**src/design/cle_pkg.sv**
```systemverilog
// ----------------------------------------------------------------------------
// cle_pkg
// Shared types and key codes of the console line editor.
// ----------------------------------------------------------------------------
package cle_pkg;

    // Key codes
    localparam logic [7:0] KEY_DEL    = 8'h7F;
    localparam logic [7:0] KEY_BS     = 8'h08;
    localparam logic [7:0] KEY_KILL   = 8'h15;
    localparam logic [7:0] KEY_CLEAR  = 8'h0C;
    localparam logic [7:0] KEY_CR     = 8'h0D;
    localparam logic [7:0] KEY_LF     = 8'h0A;
    localparam logic [7:0] KEY_SPACE  = 8'h20;
    localparam logic [7:0] KEY_DOLLAR = 8'h24;

    // Result destinations
    localparam logic [1:0] DEST_ECHO    = 2'd0;
    localparam logic [1:0] DEST_DELIVER = 2'd1;
    localparam logic [1:0] DEST_CLEAR   = 2'd2;

    localparam int unsigned CFG_W   = 5;
    localparam int unsigned POS_W   = 4;
    localparam int unsigned COUNT_W = 5;
    localparam int unsigned TDATA_W = 24;

    localparam logic [CFG_W-1:0] CFG_RESET = 5'd16;

    // Command queue geometry
    localparam int unsigned QDEPTH  = 2;
    localparam int unsigned QPTR_W  = $clog2(QDEPTH);
    localparam int unsigned QCOUNT_W = $clog2(QDEPTH + 1);

    typedef enum logic [1:0] {
        CMD_DELIVER,
        CMD_ERASE,
        CMD_KILL,
        CMD_CLEAR
    } cmd_kind_t;

    typedef struct packed {
        cmd_kind_t  kind;
        logic [7:0] data;
    } cle_cmd_t;

    typedef struct packed {
        logic not_empty;
        logic not_full;
    } q_status_t;

    typedef enum logic [1:0] {
        ST_IDLE,
        ST_ERASE,
        ST_CLEAR
    } back_state_t;

endpackage

```
**src/design/cle_front.sv**
```systemverilog
// ----------------------------------------------------------------------------
// cle_front
// Accepts received bytes and classifies them into editing commands.
// ----------------------------------------------------------------------------
module cle_front (
    input  logic              s_axis_tvalid,
    output logic              s_axis_tready,
    input  logic [7:0]        s_axis_tdata,
    input  cle_pkg::q_status_t q_stat,
    output logic              push,
    output cle_pkg::cle_cmd_t push_cmd
);
    import cle_pkg::*;

    assign s_axis_tready = q_stat.not_full;
    assign push          = s_axis_tvalid && q_stat.not_full;

    always_comb begin
        push_cmd.data = s_axis_tdata;
        unique case (s_axis_tdata)
            KEY_DEL, KEY_BS: begin
                push_cmd.kind = CMD_ERASE;
            end
            KEY_KILL: begin
                push_cmd.kind = CMD_KILL;
            end
            KEY_CLEAR: begin
                push_cmd.kind = CMD_CLEAR;
            end
            KEY_CR: begin
                // carriage return goes to the reader as line feed
                push_cmd.kind = CMD_DELIVER;
                push_cmd.data = KEY_LF;
            end
            default: begin
                push_cmd.kind = CMD_DELIVER;
            end
        endcase
    end

endmodule

```
**src/design/cle_queue.sv**
```systemverilog
// ----------------------------------------------------------------------------
// cle_queue
// Short command queue between the classifier and the sequencer.
// ----------------------------------------------------------------------------
module cle_queue (
    input  logic               aclk,
    input  logic               aresetn,
    input  logic               push,
    input  cle_pkg::cle_cmd_t  push_cmd,
    input  logic               pop,
    output cle_pkg::cle_cmd_t  pop_cmd,
    output cle_pkg::q_status_t q_stat
);
    import cle_pkg::*;

    cle_cmd_t             entry_reg [QDEPTH];
    logic [QPTR_W-1:0]    wr_ptr_reg, wr_ptr_next;
    logic [QPTR_W-1:0]    rd_ptr_reg, rd_ptr_next;
    logic [QCOUNT_W-1:0]  count_reg, count_next;

    assign q_stat.not_empty = (count_reg != '0);
    assign q_stat.not_full  = (count_reg != QCOUNT_W'(QDEPTH));
    assign pop_cmd          = entry_reg[rd_ptr_reg];

    always_comb begin
        wr_ptr_next = wr_ptr_reg;
        rd_ptr_next = rd_ptr_reg;
        count_next  = count_reg;
        if (push) begin
            wr_ptr_next = wr_ptr_reg + QPTR_W'(1);
        end
        if (pop) begin
            rd_ptr_next = rd_ptr_reg + QPTR_W'(1);
        end
        if (push && !pop) begin
            count_next = count_reg + QCOUNT_W'(1);
        end else if (pop && !push) begin
            count_next = count_reg - QCOUNT_W'(1);
        end
    end

    always_ff @(posedge aclk) begin
        if (!aresetn) begin
            wr_ptr_reg <= '0;
            rd_ptr_reg <= '0;
            count_reg  <= '0;
        end else begin
            wr_ptr_reg <= wr_ptr_next;
            rd_ptr_reg <= rd_ptr_next;
            count_reg  <= count_next;
        end
    end

    always_ff @(posedge aclk) begin
        if (push) begin
            entry_reg[wr_ptr_reg] <= push_cmd;
        end
    end

endmodule

```
**src/design/cle_back.sv**
```systemverilog
// ----------------------------------------------------------------------------
// cle_back
// Sequencer: keeps the line count and emits echo, delivery and clear requests.
// ----------------------------------------------------------------------------
module cle_back #(
    parameter int unsigned LINE_MAX = 16
) (
    input  logic                         aclk,
    input  logic                         aresetn,
    input  logic                         cfg_wr_en,
    input  logic [cle_pkg::CFG_W-1:0]    cfg_wr_data,
    input  cle_pkg::q_status_t           q_stat,
    input  cle_pkg::cle_cmd_t            pop_cmd,
    output logic                         pop,
    output logic                         m_axis_tvalid,
    input  logic                         m_axis_tready,
    output logic [cle_pkg::TDATA_W-1:0]  m_axis_tdata,
    output logic [1:0]                   m_axis_tuser,
    output logic                         m_axis_tlast
);
    import cle_pkg::*;

    localparam logic [COUNT_W-1:0] LineMaxC = COUNT_W'(LINE_MAX);

    back_state_t          state_reg, state_next;
    logic [1:0]           step_reg, step_next;
    logic                 kill_reg, kill_next;
    logic [COUNT_W-1:0]   count_reg, count_next;
    logic [CFG_W-1:0]     limit_reg;

    logic                 out_valid_reg, out_valid_next;
    logic [1:0]           out_dest_reg, out_dest_next;
    logic [7:0]           out_data_reg, out_data_next;
    logic [POS_W-1:0]     out_pos_reg, out_pos_next;
    logic                 out_done_reg, out_done_next;
    logic [COUNT_W-1:0]   out_len_reg, out_len_next;
    logic                 out_last_reg, out_last_next;

    logic                 out_free;
    logic [COUNT_W-1:0]   limit_eff;
    logic [COUNT_W-1:0]   count_inc;
    logic                 line_end;

    always_comb begin
        if (COUNT_W'(limit_reg) > LineMaxC) begin
            limit_eff = LineMaxC;
        end else if (limit_reg == '0) begin
            limit_eff = COUNT_W'(1);
        end else begin
            limit_eff = COUNT_W'(limit_reg);
        end
    end

    assign out_free  = !out_valid_reg || m_axis_tready;
    assign count_inc = count_reg + COUNT_W'(1);
    assign line_end  = (pop_cmd.data == KEY_LF) || (count_inc >= limit_eff);

    always_comb begin
        state_next     = state_reg;
        step_next      = step_reg;
        kill_next      = kill_reg;
        count_next     = count_reg;
        pop            = 1'b0;
        out_valid_next = out_valid_reg && !m_axis_tready;
        out_dest_next  = out_dest_reg;
        out_data_next  = out_data_reg;
        out_pos_next   = out_pos_reg;
        out_done_next  = out_done_reg;
        out_len_next   = out_len_reg;
        out_last_next  = out_last_reg;

        unique case (state_reg)
            ST_IDLE: begin
                if (q_stat.not_empty && out_free) begin
                    pop       = 1'b1;
                    step_next = 2'd0;
                    unique case (pop_cmd.kind)
                        CMD_DELIVER: begin
                            out_valid_next = 1'b1;
                            out_dest_next  = DEST_DELIVER;
                            out_data_next  = pop_cmd.data;
                            out_pos_next   = count_reg[POS_W-1:0];
                            out_done_next  = line_end;
                            out_len_next   = line_end ? count_inc : '0;
                            out_last_next  = 1'b1;
                            count_next     = line_end ? '0 : count_inc;
                        end
                        CMD_ERASE, CMD_KILL: begin
                            // nothing to erase on an empty line: drop the request
                            if (count_reg != '0) begin
                                state_next = ST_ERASE;
                                kill_next  = (pop_cmd.kind == CMD_KILL);
                            end
                        end
                        CMD_CLEAR: begin
                            state_next = ST_CLEAR;
                        end
                        default: begin
                            state_next = ST_IDLE;
                        end
                    endcase
                end
            end
            ST_ERASE: begin
                if (out_free) begin
                    out_valid_next = 1'b1;
                    out_dest_next  = DEST_ECHO;
                    out_data_next  = (step_reg == 2'd1) ? KEY_SPACE : KEY_BS;
                    out_pos_next   = '0;
                    out_done_next  = 1'b0;
                    out_len_next   = '0;
                    out_last_next  = (step_reg == 2'd2) &&
                                     (!kill_reg || count_reg == COUNT_W'(1));
                    if (step_reg == 2'd2) begin
                        count_next = count_reg - COUNT_W'(1);
                        step_next  = 2'd0;
                        if (out_last_next) begin
                            state_next = ST_IDLE;
                        end
                    end else begin
                        step_next = step_reg + 2'd1;
                    end
                end
            end
            ST_CLEAR: begin
                if (out_free) begin
                    out_valid_next = 1'b1;
                    out_pos_next   = '0;
                    out_done_next  = 1'b0;
                    out_len_next   = '0;
                    out_last_next  = (step_reg == 2'd2);
                    case (step_reg)
                        2'd0: begin
                            out_dest_next = DEST_CLEAR;
                            out_data_next = 8'h00;
                        end
                        2'd1: begin
                            out_dest_next = DEST_ECHO;
                            out_data_next = KEY_DOLLAR;
                        end
                        default: begin
                            out_dest_next = DEST_ECHO;
                            out_data_next = KEY_SPACE;
                        end
                    endcase
                    if (step_reg == 2'd2) begin
                        step_next  = 2'd0;
                        state_next = ST_IDLE;
                    end else begin
                        step_next = step_reg + 2'd1;
                    end
                end
            end
            default: begin
                state_next = ST_IDLE;
            end
        endcase
    end

    always_ff @(posedge aclk) begin
        if (!aresetn) begin
            state_reg     <= ST_IDLE;
            step_reg      <= 2'd0;
            kill_reg      <= 1'b0;
            count_reg     <= '0;
            limit_reg     <= CFG_RESET;
            out_valid_reg <= 1'b0;
        end else begin
            state_reg     <= state_next;
            step_reg      <= step_next;
            kill_reg      <= kill_next;
            count_reg     <= count_next;
            out_valid_reg <= out_valid_next;
            if (cfg_wr_en) begin
                limit_reg <= cfg_wr_data;
            end
        end
    end

    always_ff @(posedge aclk) begin
        out_dest_reg <= out_dest_next;
        out_data_reg <= out_data_next;
        out_pos_reg  <= out_pos_next;
        out_done_reg <= out_done_next;
        out_len_reg  <= out_len_next;
        out_last_reg <= out_last_next;
    end

    assign m_axis_tvalid = out_valid_reg;
    assign m_axis_tuser  = out_dest_reg;
    assign m_axis_tlast  = out_last_reg;
    assign m_axis_tdata  = {6'b0, out_len_reg, out_done_reg, out_pos_reg, out_data_reg};

endmodule

```
**src/design/console_line_editor.sv**
```systemverilog
// ----------------------------------------------------------------------------
// console_line_editor
// Canonical-mode line editing for received console bytes.
// ----------------------------------------------------------------------------
// Bytes enter on the s_axis channel and land, classified, in a two-entry
// command queue; the sequencer behind it emits at most one result per cycle
// through an output register while m_axis is ready. An ordinary byte (or
// carriage return, delivered as line feed) gives one delivery. Backspace or
// delete erases one character and Ctrl+U every character of the line,
// echoing backspace, space, backspace per character; on an empty line they
// give nothing. Ctrl+L gives a clear request, then '$' and space. The
// sequencer's one-result-per-cycle output sets the rate; a stalled m_axis
// side holds the sequencer while the queue keeps taking bytes until it is
// full. A line completes on line feed or when the count reaches
// cfg_wr_data (saturated to LINE_MAX, zero taken as one).
// ----------------------------------------------------------------------------
module console_line_editor #(
    parameter int unsigned LINE_MAX = 16
) (
    input  logic                         aclk,
    input  logic                         aresetn,
    input  logic                         cfg_wr_en,
    input  logic [cle_pkg::CFG_W-1:0]    cfg_wr_data,   // max_read_length
    input  logic                         s_axis_tvalid,
    output logic                         s_axis_tready,
    input  logic [7:0]                   s_axis_tdata,  // [7:0] rx_byte
    output logic                         m_axis_tvalid,
    input  logic                         m_axis_tready,
    // [7:0] data_byte, [11:8] position, [12] line_done, [17:13] line_length
    output logic [cle_pkg::TDATA_W-1:0]  m_axis_tdata,
    output logic [1:0]                   m_axis_tuser,  // [1:0] dest
    output logic                         m_axis_tlast
);
    import cle_pkg::*;

    q_status_t q_stat;
    logic      push;
    logic      pop;
    cle_cmd_t  push_cmd;
    cle_cmd_t  pop_cmd;

    cle_front u_front (
        .s_axis_tvalid (s_axis_tvalid),
        .s_axis_tready (s_axis_tready),
        .s_axis_tdata  (s_axis_tdata),
        .q_stat        (q_stat),
        .push          (push),
        .push_cmd      (push_cmd)
    );

    cle_queue u_queue (
        .aclk     (aclk),
        .aresetn  (aresetn),
        .push     (push),
        .push_cmd (push_cmd),
        .pop      (pop),
        .pop_cmd  (pop_cmd),
        .q_stat   (q_stat)
    );

    cle_back #(
        .LINE_MAX (LINE_MAX)
    ) u_back (
        .aclk          (aclk),
        .aresetn       (aresetn),
        .cfg_wr_en     (cfg_wr_en),
        .cfg_wr_data   (cfg_wr_data),
        .q_stat        (q_stat),
        .pop_cmd       (pop_cmd),
        .pop           (pop),
        .m_axis_tvalid (m_axis_tvalid),
        .m_axis_tready (m_axis_tready),
        .m_axis_tdata  (m_axis_tdata),
        .m_axis_tuser  (m_axis_tuser),
        .m_axis_tlast  (m_axis_tlast)
    );

endmodule
```
**config.mk**
```make
export PLATFORM = sky130hd
export DESIGN_NAME = console_line_editor
export DESIGN_NICKNAME = d
export VERILOG_FILES = /design/src/design/cle_pkg.sv /design/src/design/cle_front.sv /design/src/design/cle_queue.sv /design/src/design/cle_back.sv /design/src/design/console_line_editor.sv
export SDC_FILE = /design/constraint.sdc
export NUM_CORES = 1
export LEC_CHECK = 0
export ABC_AREA = 1
export ABC_CLOCK_PERIOD_IN_PS = 2400
export BUFFER_PORTS_ARGS = -buffer_cell sky130_fd_sc_hd__buf_2
export CORE_MARGIN = 5
export CORE_UTILIZATION = 25
export DETAILED_ROUTE_END_ITERATION = 10
export HOLD_SLACK_MARGIN = 0.06
export PLACE_DENSITY = 0.54
export SYNTH_ARGS = -nofsm -noshare
export SYNTH_HDL_FRONTEND = slang
export SYNTH_HIERARCHICAL = 1
export SYNTH_SLANG_ARGS = --single-unit
```
**constraint.sdc**
```tcl
create_clock -name aclk -period 2.4 [get_ports aclk]
set_input_delay 0 -clock aclk [delete_from_list [all_inputs] [get_ports aclk]]
set_output_delay 0 -clock aclk [all_outputs]
set_load 0.01 [all_outputs]
```
* Word-level counts from Yosys, hierarchy flattened
Memories as Yosys holds them, arrays and structs flattened. A register that Yosys moved wholly into a read port is not among the register bits.
Cells that the tools add are included.
** Word-level totals
- Word-level logic and storage cells :: 149
- Bits of input ports :: 18
- Memories kept :: 1
- Output and inout bits :: 29
- RAM bits :: 20
- Flip-flop bits (word level) :: 41
** Memories
- u_queue.entry_reg :: depth 2, width 10, rd ports 1, clocked after memory_dff 1, wr ports 1, RTL line cle_queue.sv:16 : cle_cmd_t entry_reg [QDEPTH];
** Operators by class
- Muxes and demuxes :: 66
- Eq/ne operators :: 25
- Reduce and logical (&&, ||, !) cells :: 33
- Magnitude comparators :: 2
- Add/sub/neg operators :: 7
** Operators by type and width (number)
- $mux 5 :: 11
- $mux 8 :: 5
- $mux 2 :: 17
- $eq 8x4->1 const B :: 4
- $pmux 8 s3 :: 1
- $pmux 5 s2 :: 2
- $pmux 2 s3 :: 3
- $mux 1 :: 16
- $ne 2x1->1 const B :: 7
- $mux 4 :: 3
- $pmux 6 s2 :: 1
- $reduce_and 5->1 :: 2
- $eq 2x2->1 const B :: 4
- $eq 8x5->1 const B :: 1
- $eq 8x7->1 const B :: 1
- $pmux 2 s2 :: 2
- $pmux 4 s2 :: 1
- $reduce_and 4->1 :: 2
- $reduce_and 8->1 :: 1
- $reduce_bool 2->1 :: 4
- $eq 2x1->1 const B :: 3
- $logic_and 1x1->1 :: 6
- $logic_not 2->1 :: 3
- $mux 6 :: 1
- 20 further kinds :: 32

* Depth between registers and ports, before layout
- Word-level depth :: 9
- Mapped depth :: 13

* Cells and area by module
Netlist, hierarchy kept.
** Modules (own cells, without submodules)
- cle_back :: instances 1, cells each 263, area each 2164.6 um^2, sequential area each 950.9 um^2
- cle_queue :: instances 1, cells each 66, area each 989.7 um^2, sequential area each 700.7 um^2
- cle_front :: instances 1, cells each 43, area each 175.2 um^2, sequential area each 0.0 um^2

* Least setup slack after synthesis
OpenSTA, ideal clock, no wires.
- Kind :: register -> register
- From :: register (tool-made name)
- To :: register u_back.out_done_reg, enable pin
- Data arrival time :: 1.907 ns
- Setup time :: 0.390 ns
- Clock period less this slack :: 2.297 ns
- Setup slack :: 0.103 ns
- Stages on the path, launching flop included :: 7
- Data required time :: 2.010 ns
- Cells stage by stage :: dfxtp_1 -> buf_6 -> mux2_4 -> inv_1 -> ha_1 -> o21ai_0 -> nor3_1
** RTL lines
- end signal, assigned :: RTL line cle_back.sv:184 : out_done_reg <= out_done_next;
- end, declared :: RTL line cle_back.sv:35 : logic out_done_reg, out_done_next;

* Worst setup path in the final report
- From :: register u_back.count_reg[0]
- To :: register u_back.out_len_reg[0] (data pin)
** Between the ends
- Cells in the longest elaborated chain, start to end :: 7
** RTL lines
- start, declared :: RTL line cle_back.sv:28 : logic [COUNT_W-1:0] count_reg, count_next;
- start signal, assigned :: RTL line cle_back.sv:172 : count_reg <= count_next;
- $add 5x1->5 :: RTL line cle_back.sv:55 : assign count_inc = count_reg + COUNT_W'(1);
- named net u_back.count_inc[4] :: RTL line cle_back.sv:41 : logic [COUNT_W-1:0] count_inc;
- $ge 5x5->1 :: RTL line cle_back.sv:56 : assign line_end = (pop_cmd.data == KEY_LF) || (count_inc >= limit_eff);
- $logic_or 1x1->1 :: RTL line cle_back.sv:56
- $mux 5 :: RTL line cle_back.sv:84 : out_len_next = line_end ? count_inc : '0;
- $mux 5 :: RTL line cle_back.sv:77 : unique case (pop_cmd.kind)
- $mux 5 :: RTL line cle_back.sv:74 : if (q_stat.not_empty && out_free) begin
- $pmux 5 s2 :: RTL line cle_back.sv:72 : unique case (state_reg)
- end signal, assigned :: RTL line cle_back.sv:185 : out_len_reg <= out_len_next;
- end, declared :: RTL line cle_back.sv:36 : logic [COUNT_W-1:0] out_len_reg, out_len_next;
The timed path passes the listed nets, and every way through them passes these cells. The select of a mux whose other input is x is not followed.
A chain may end at the register's enable or synchronous reset.

==> results.sh <==
export IMPL_critPathLaunch="u_back/count_reg[0]"
export IMPL_root_buffer="clkbuf_16"
export IMPL_ys_warn_count=6
export IMPL_nets=463
export IMPL_netlist_instances=372
export IMPL_cp_cell_sequence="ha_1 > nand3_1 > xor2_1 > inv_1 > ha_1 > a21oi_1 > nand3_1 > nand3_1 > nor2_1"
export IMPL_grt_pass1_wl_um=11600
export IMPL_netlist_area_mm2=0.00333
export IMPL_path_common_cell="nand3_1"
export IMPL_cp_start_kind="flop"
export IMPL_final_area_mm2=0.00415
export IMPL_period_minus_slack_ns=2.26
export IMPL_p_leak_nw=1.85
export IMPL_r2r_start="u_back/count_reg[0]"
export IMPL_synth_distinct_cells=34
export IMPL_largest_reg_flops=20
export IMPL_worst_path_max_delay_cell="dfxtp_1"
export IMPL_worstPathMaxFanout=6
export IMPL_endpoint_kind="flop"
export IMPL_htreeDepth=3
export IMPL_finalMaxSlewViolations=0
export IMPL_core_area_mm2=0.0131
export IMPL_ios=47
export IMPL_seqCellArea_mm2=0.00165
export IMPL_finalHoldViolations=0
export IMPL_grt_use_total_pct=9.11
export IMPL_place_congestion=0.844
export IMPL_avgSynthCellArea_um2=8.95
export IMPL_hpwl_um=5330
export IMPL_drtIter0Drc=111
export IMPL_cp_required_ns=2.46
export IMPL_place_area_mm2=0.00367
export IMPL_critical_path_class="reg -> reg"
export IMPL_layoutNonFillerInstCount=609
export IMPL_critical_path_max_stage_delay_ns=0.44
export IMPL_ys_ff_latch=62
export IMPL_cts_tree="done"
export IMPL_status="finished clean"
export IMPL_port_buffers=40
export IMPL_hp_class="in -> reg"
export IMPL_ant_nets=0
export IMPL_grt_start_max_net_pins=18
export IMPL_finalSetupViolCount=0
export IMPL_clk_pin_slew_ns=0.06
export IMPL_via_per_inst=4.11
export IMPL_p_per_area_mw_per_mm2=1220
export IMPL_clockBufferDepth=2
export IMPL_cts_buffers=9
export IMPL_multi_input_area_mm2=0.00133
export IMPL_first_pass_iters=4
export IMPL_drive_gt1_share_pct=21.0
export IMPL_dpl_cell_count=578
export IMPL_grt_pass1_vias=2534
export IMPL_rsz0062_at_grt="yes"
export IMPL_crit_arrival_ns=2.33
export IMPL_vias=2501
export IMPL_area_growth_pct=24.7
export IMPL_max_cap_violations=0
export IMPL_clk_latency_ns=0.32
export IMPL_die_w_um=125
export IMPL_placementRows=42
export IMPL_gr_total_overflow=0
export IMPL_fmax_mhz=442
export IMPL_start_util_pct=25.3
export IMPL_hp_start="aresetn"
export IMPL_antenna_found_initial=0
export IMPL_drc=0
export IMPL_cts_sink_count=62
export IMPL_wl_um=6890
export IMPL_ir_worst_vdd_v=0.000473
export IMPL_yosysSeqAreaShare_pct=49.6
export IMPL_wl_per_cell_um=11.3
export IMPL_n_fill_cell=1378
export IMPL_finClkSkew_ns=0.00719
export IMPL_dieHeight_um=125
export IMPL_antenna_cells=0
export IMPL_die_area_mm2=0.0157
export IMPL_period_share_pct=94.4
-- layout make-up --
| cell class | count | area share, % |
|---|---|---|
| inverter | 61 | 5.55 |
| clock inverter | 7 | 2.53 |
| timing repair buffer | 60 | 9.35 |
| tap | 176 | 5.31 |
| multi-input combinational | 234 | 32.0 |
| clock buffer | 9 | 5.43 |
| sequential | 62 | 39.8 |
-- what timing repair did --
item,in CTS,in global routing
endpoints found under the hold margin,15,0
resized for setup,0,0
buffers inserted,0,0
hold buffers,15,0
endpoints found under the setup margin,0,3
-- per-layer routing --
layer / up-vias / part of all wire, % / global-route usage (%)
met5: - / 0 / 0
met4: 0 / 1.5 / 4.27
met3: 8 / 3.5 / 2.60
met2: 52 / 48 / 14.9
met1: 1146 / 47 / 11.1
li1: 1295 / - / -
-- synth_stat cells (all sizes together) --
master,instances,area (µm²)
clkinv,1,5.00
conb,1,3.75
or2,1,6.26
ha,17,213
dfxtp,21,420
inv,60,225
nand4,3,33.8
o21ai,23,119
nor2,52,205
clkbuf,7,27.5
mux2,10,150
xnor2,1,8.76
nor3,4,25.0
a21oi,20,100
o221ai,1,8.76
nand3,19,105
a31oi,1,6.26
buf,13,109
nand2,71,287
a211oi,1,7.51
xor2,3,26.3
edfxtp,41,1230
nor4,1,6.26
-- where the power goes --
part           switching (mW)  internal, mW  total [mW]  leakage, nW
Sequential              0.153          1.57        1.72        0.562
Combinational            1.21         0.725        1.94         1.13
Clock                   0.473         0.922        1.39        0.158
-- placed cells by master, fill, tap and decap left out, types with 3 or more instances in the layout --
master / instances
nand2_1: 65
inv_1: 55
nor2_1: 50
edfxtp_1: 41
buf_2: 40
o21ai_0: 22
dfxtp_1: 21
a21oi_1: 20
nand3_1: 17
ha_1: 17
dlygate4sd3_1: 15
mux2_4: 10
clkbuf_16: 9
conb_1: 6
inv_2: 5
nand2_2: 5
buf_4: 5
xor2_1: 3
nor3_1: 3
-- stage by stage --
stage | worst slack (ns) | total power, mW | utilization (%) | hold WS [ns] | TNS [ns]
2_1_floorplan | 0.103 | 3.13 | - | 0.113 | 0
4_1_cts | 0.190 | 5.11 | 31.6 | 0.0624 | 0
5_1_grt | -0.0159 | 5.44 | 31.6 | 0.0820 | -0.0344
3_3_place_gp | 0.312 | 3.65 | 27.9 | 0.226 | 0
6_report | 0.135 | 5.05 | 31.6 | 0.0690 | 0
3_5_place_dp | 0.207 | 3.67 | 27.9 | 0.229 | 0
-- final timing paths --
path | endpoint | slack [ns] | cells past startpoint
setup / recovery | u_back/out_len_reg[0] | 0.14 | 9
hold / removal | u_queue/count_reg[1] | 0.07 | 3
setup reg to reg | u_back/out_len_reg[0] | 0.14 | 9
hold reg to reg | u_back/limit_reg[0] | 0.47 | 2
-- critical path: cells and delay by family (launching register included) --
kind                       cells  cell delay [ns]
AOI/OAI and AO/OA              1             0.18
DFF                            1             0.44
buffers and inverters          1             0.10
xor gates and xnor gates       1             0.20
adders and majority gates      2             0.53
and+or+nand+nor                4             0.58
-- cell families (layout without fill, tap and decap cells) --
family,Yosys count,in the layout,synth area share [%]
adders and majority gates,17,17,6.39
buffers and inverters,81,137,11.0
xor gates and xnor gates,4,4,1.05
other,1,6,0.113
AOI/OAI and AO/OA,46,46,7.25
muxes,10,10,4.51
DFF,62,62,49.6
and+or+nand+nor,151,151,20.1
Note: power is estimated with default switching activity, not from simulation.
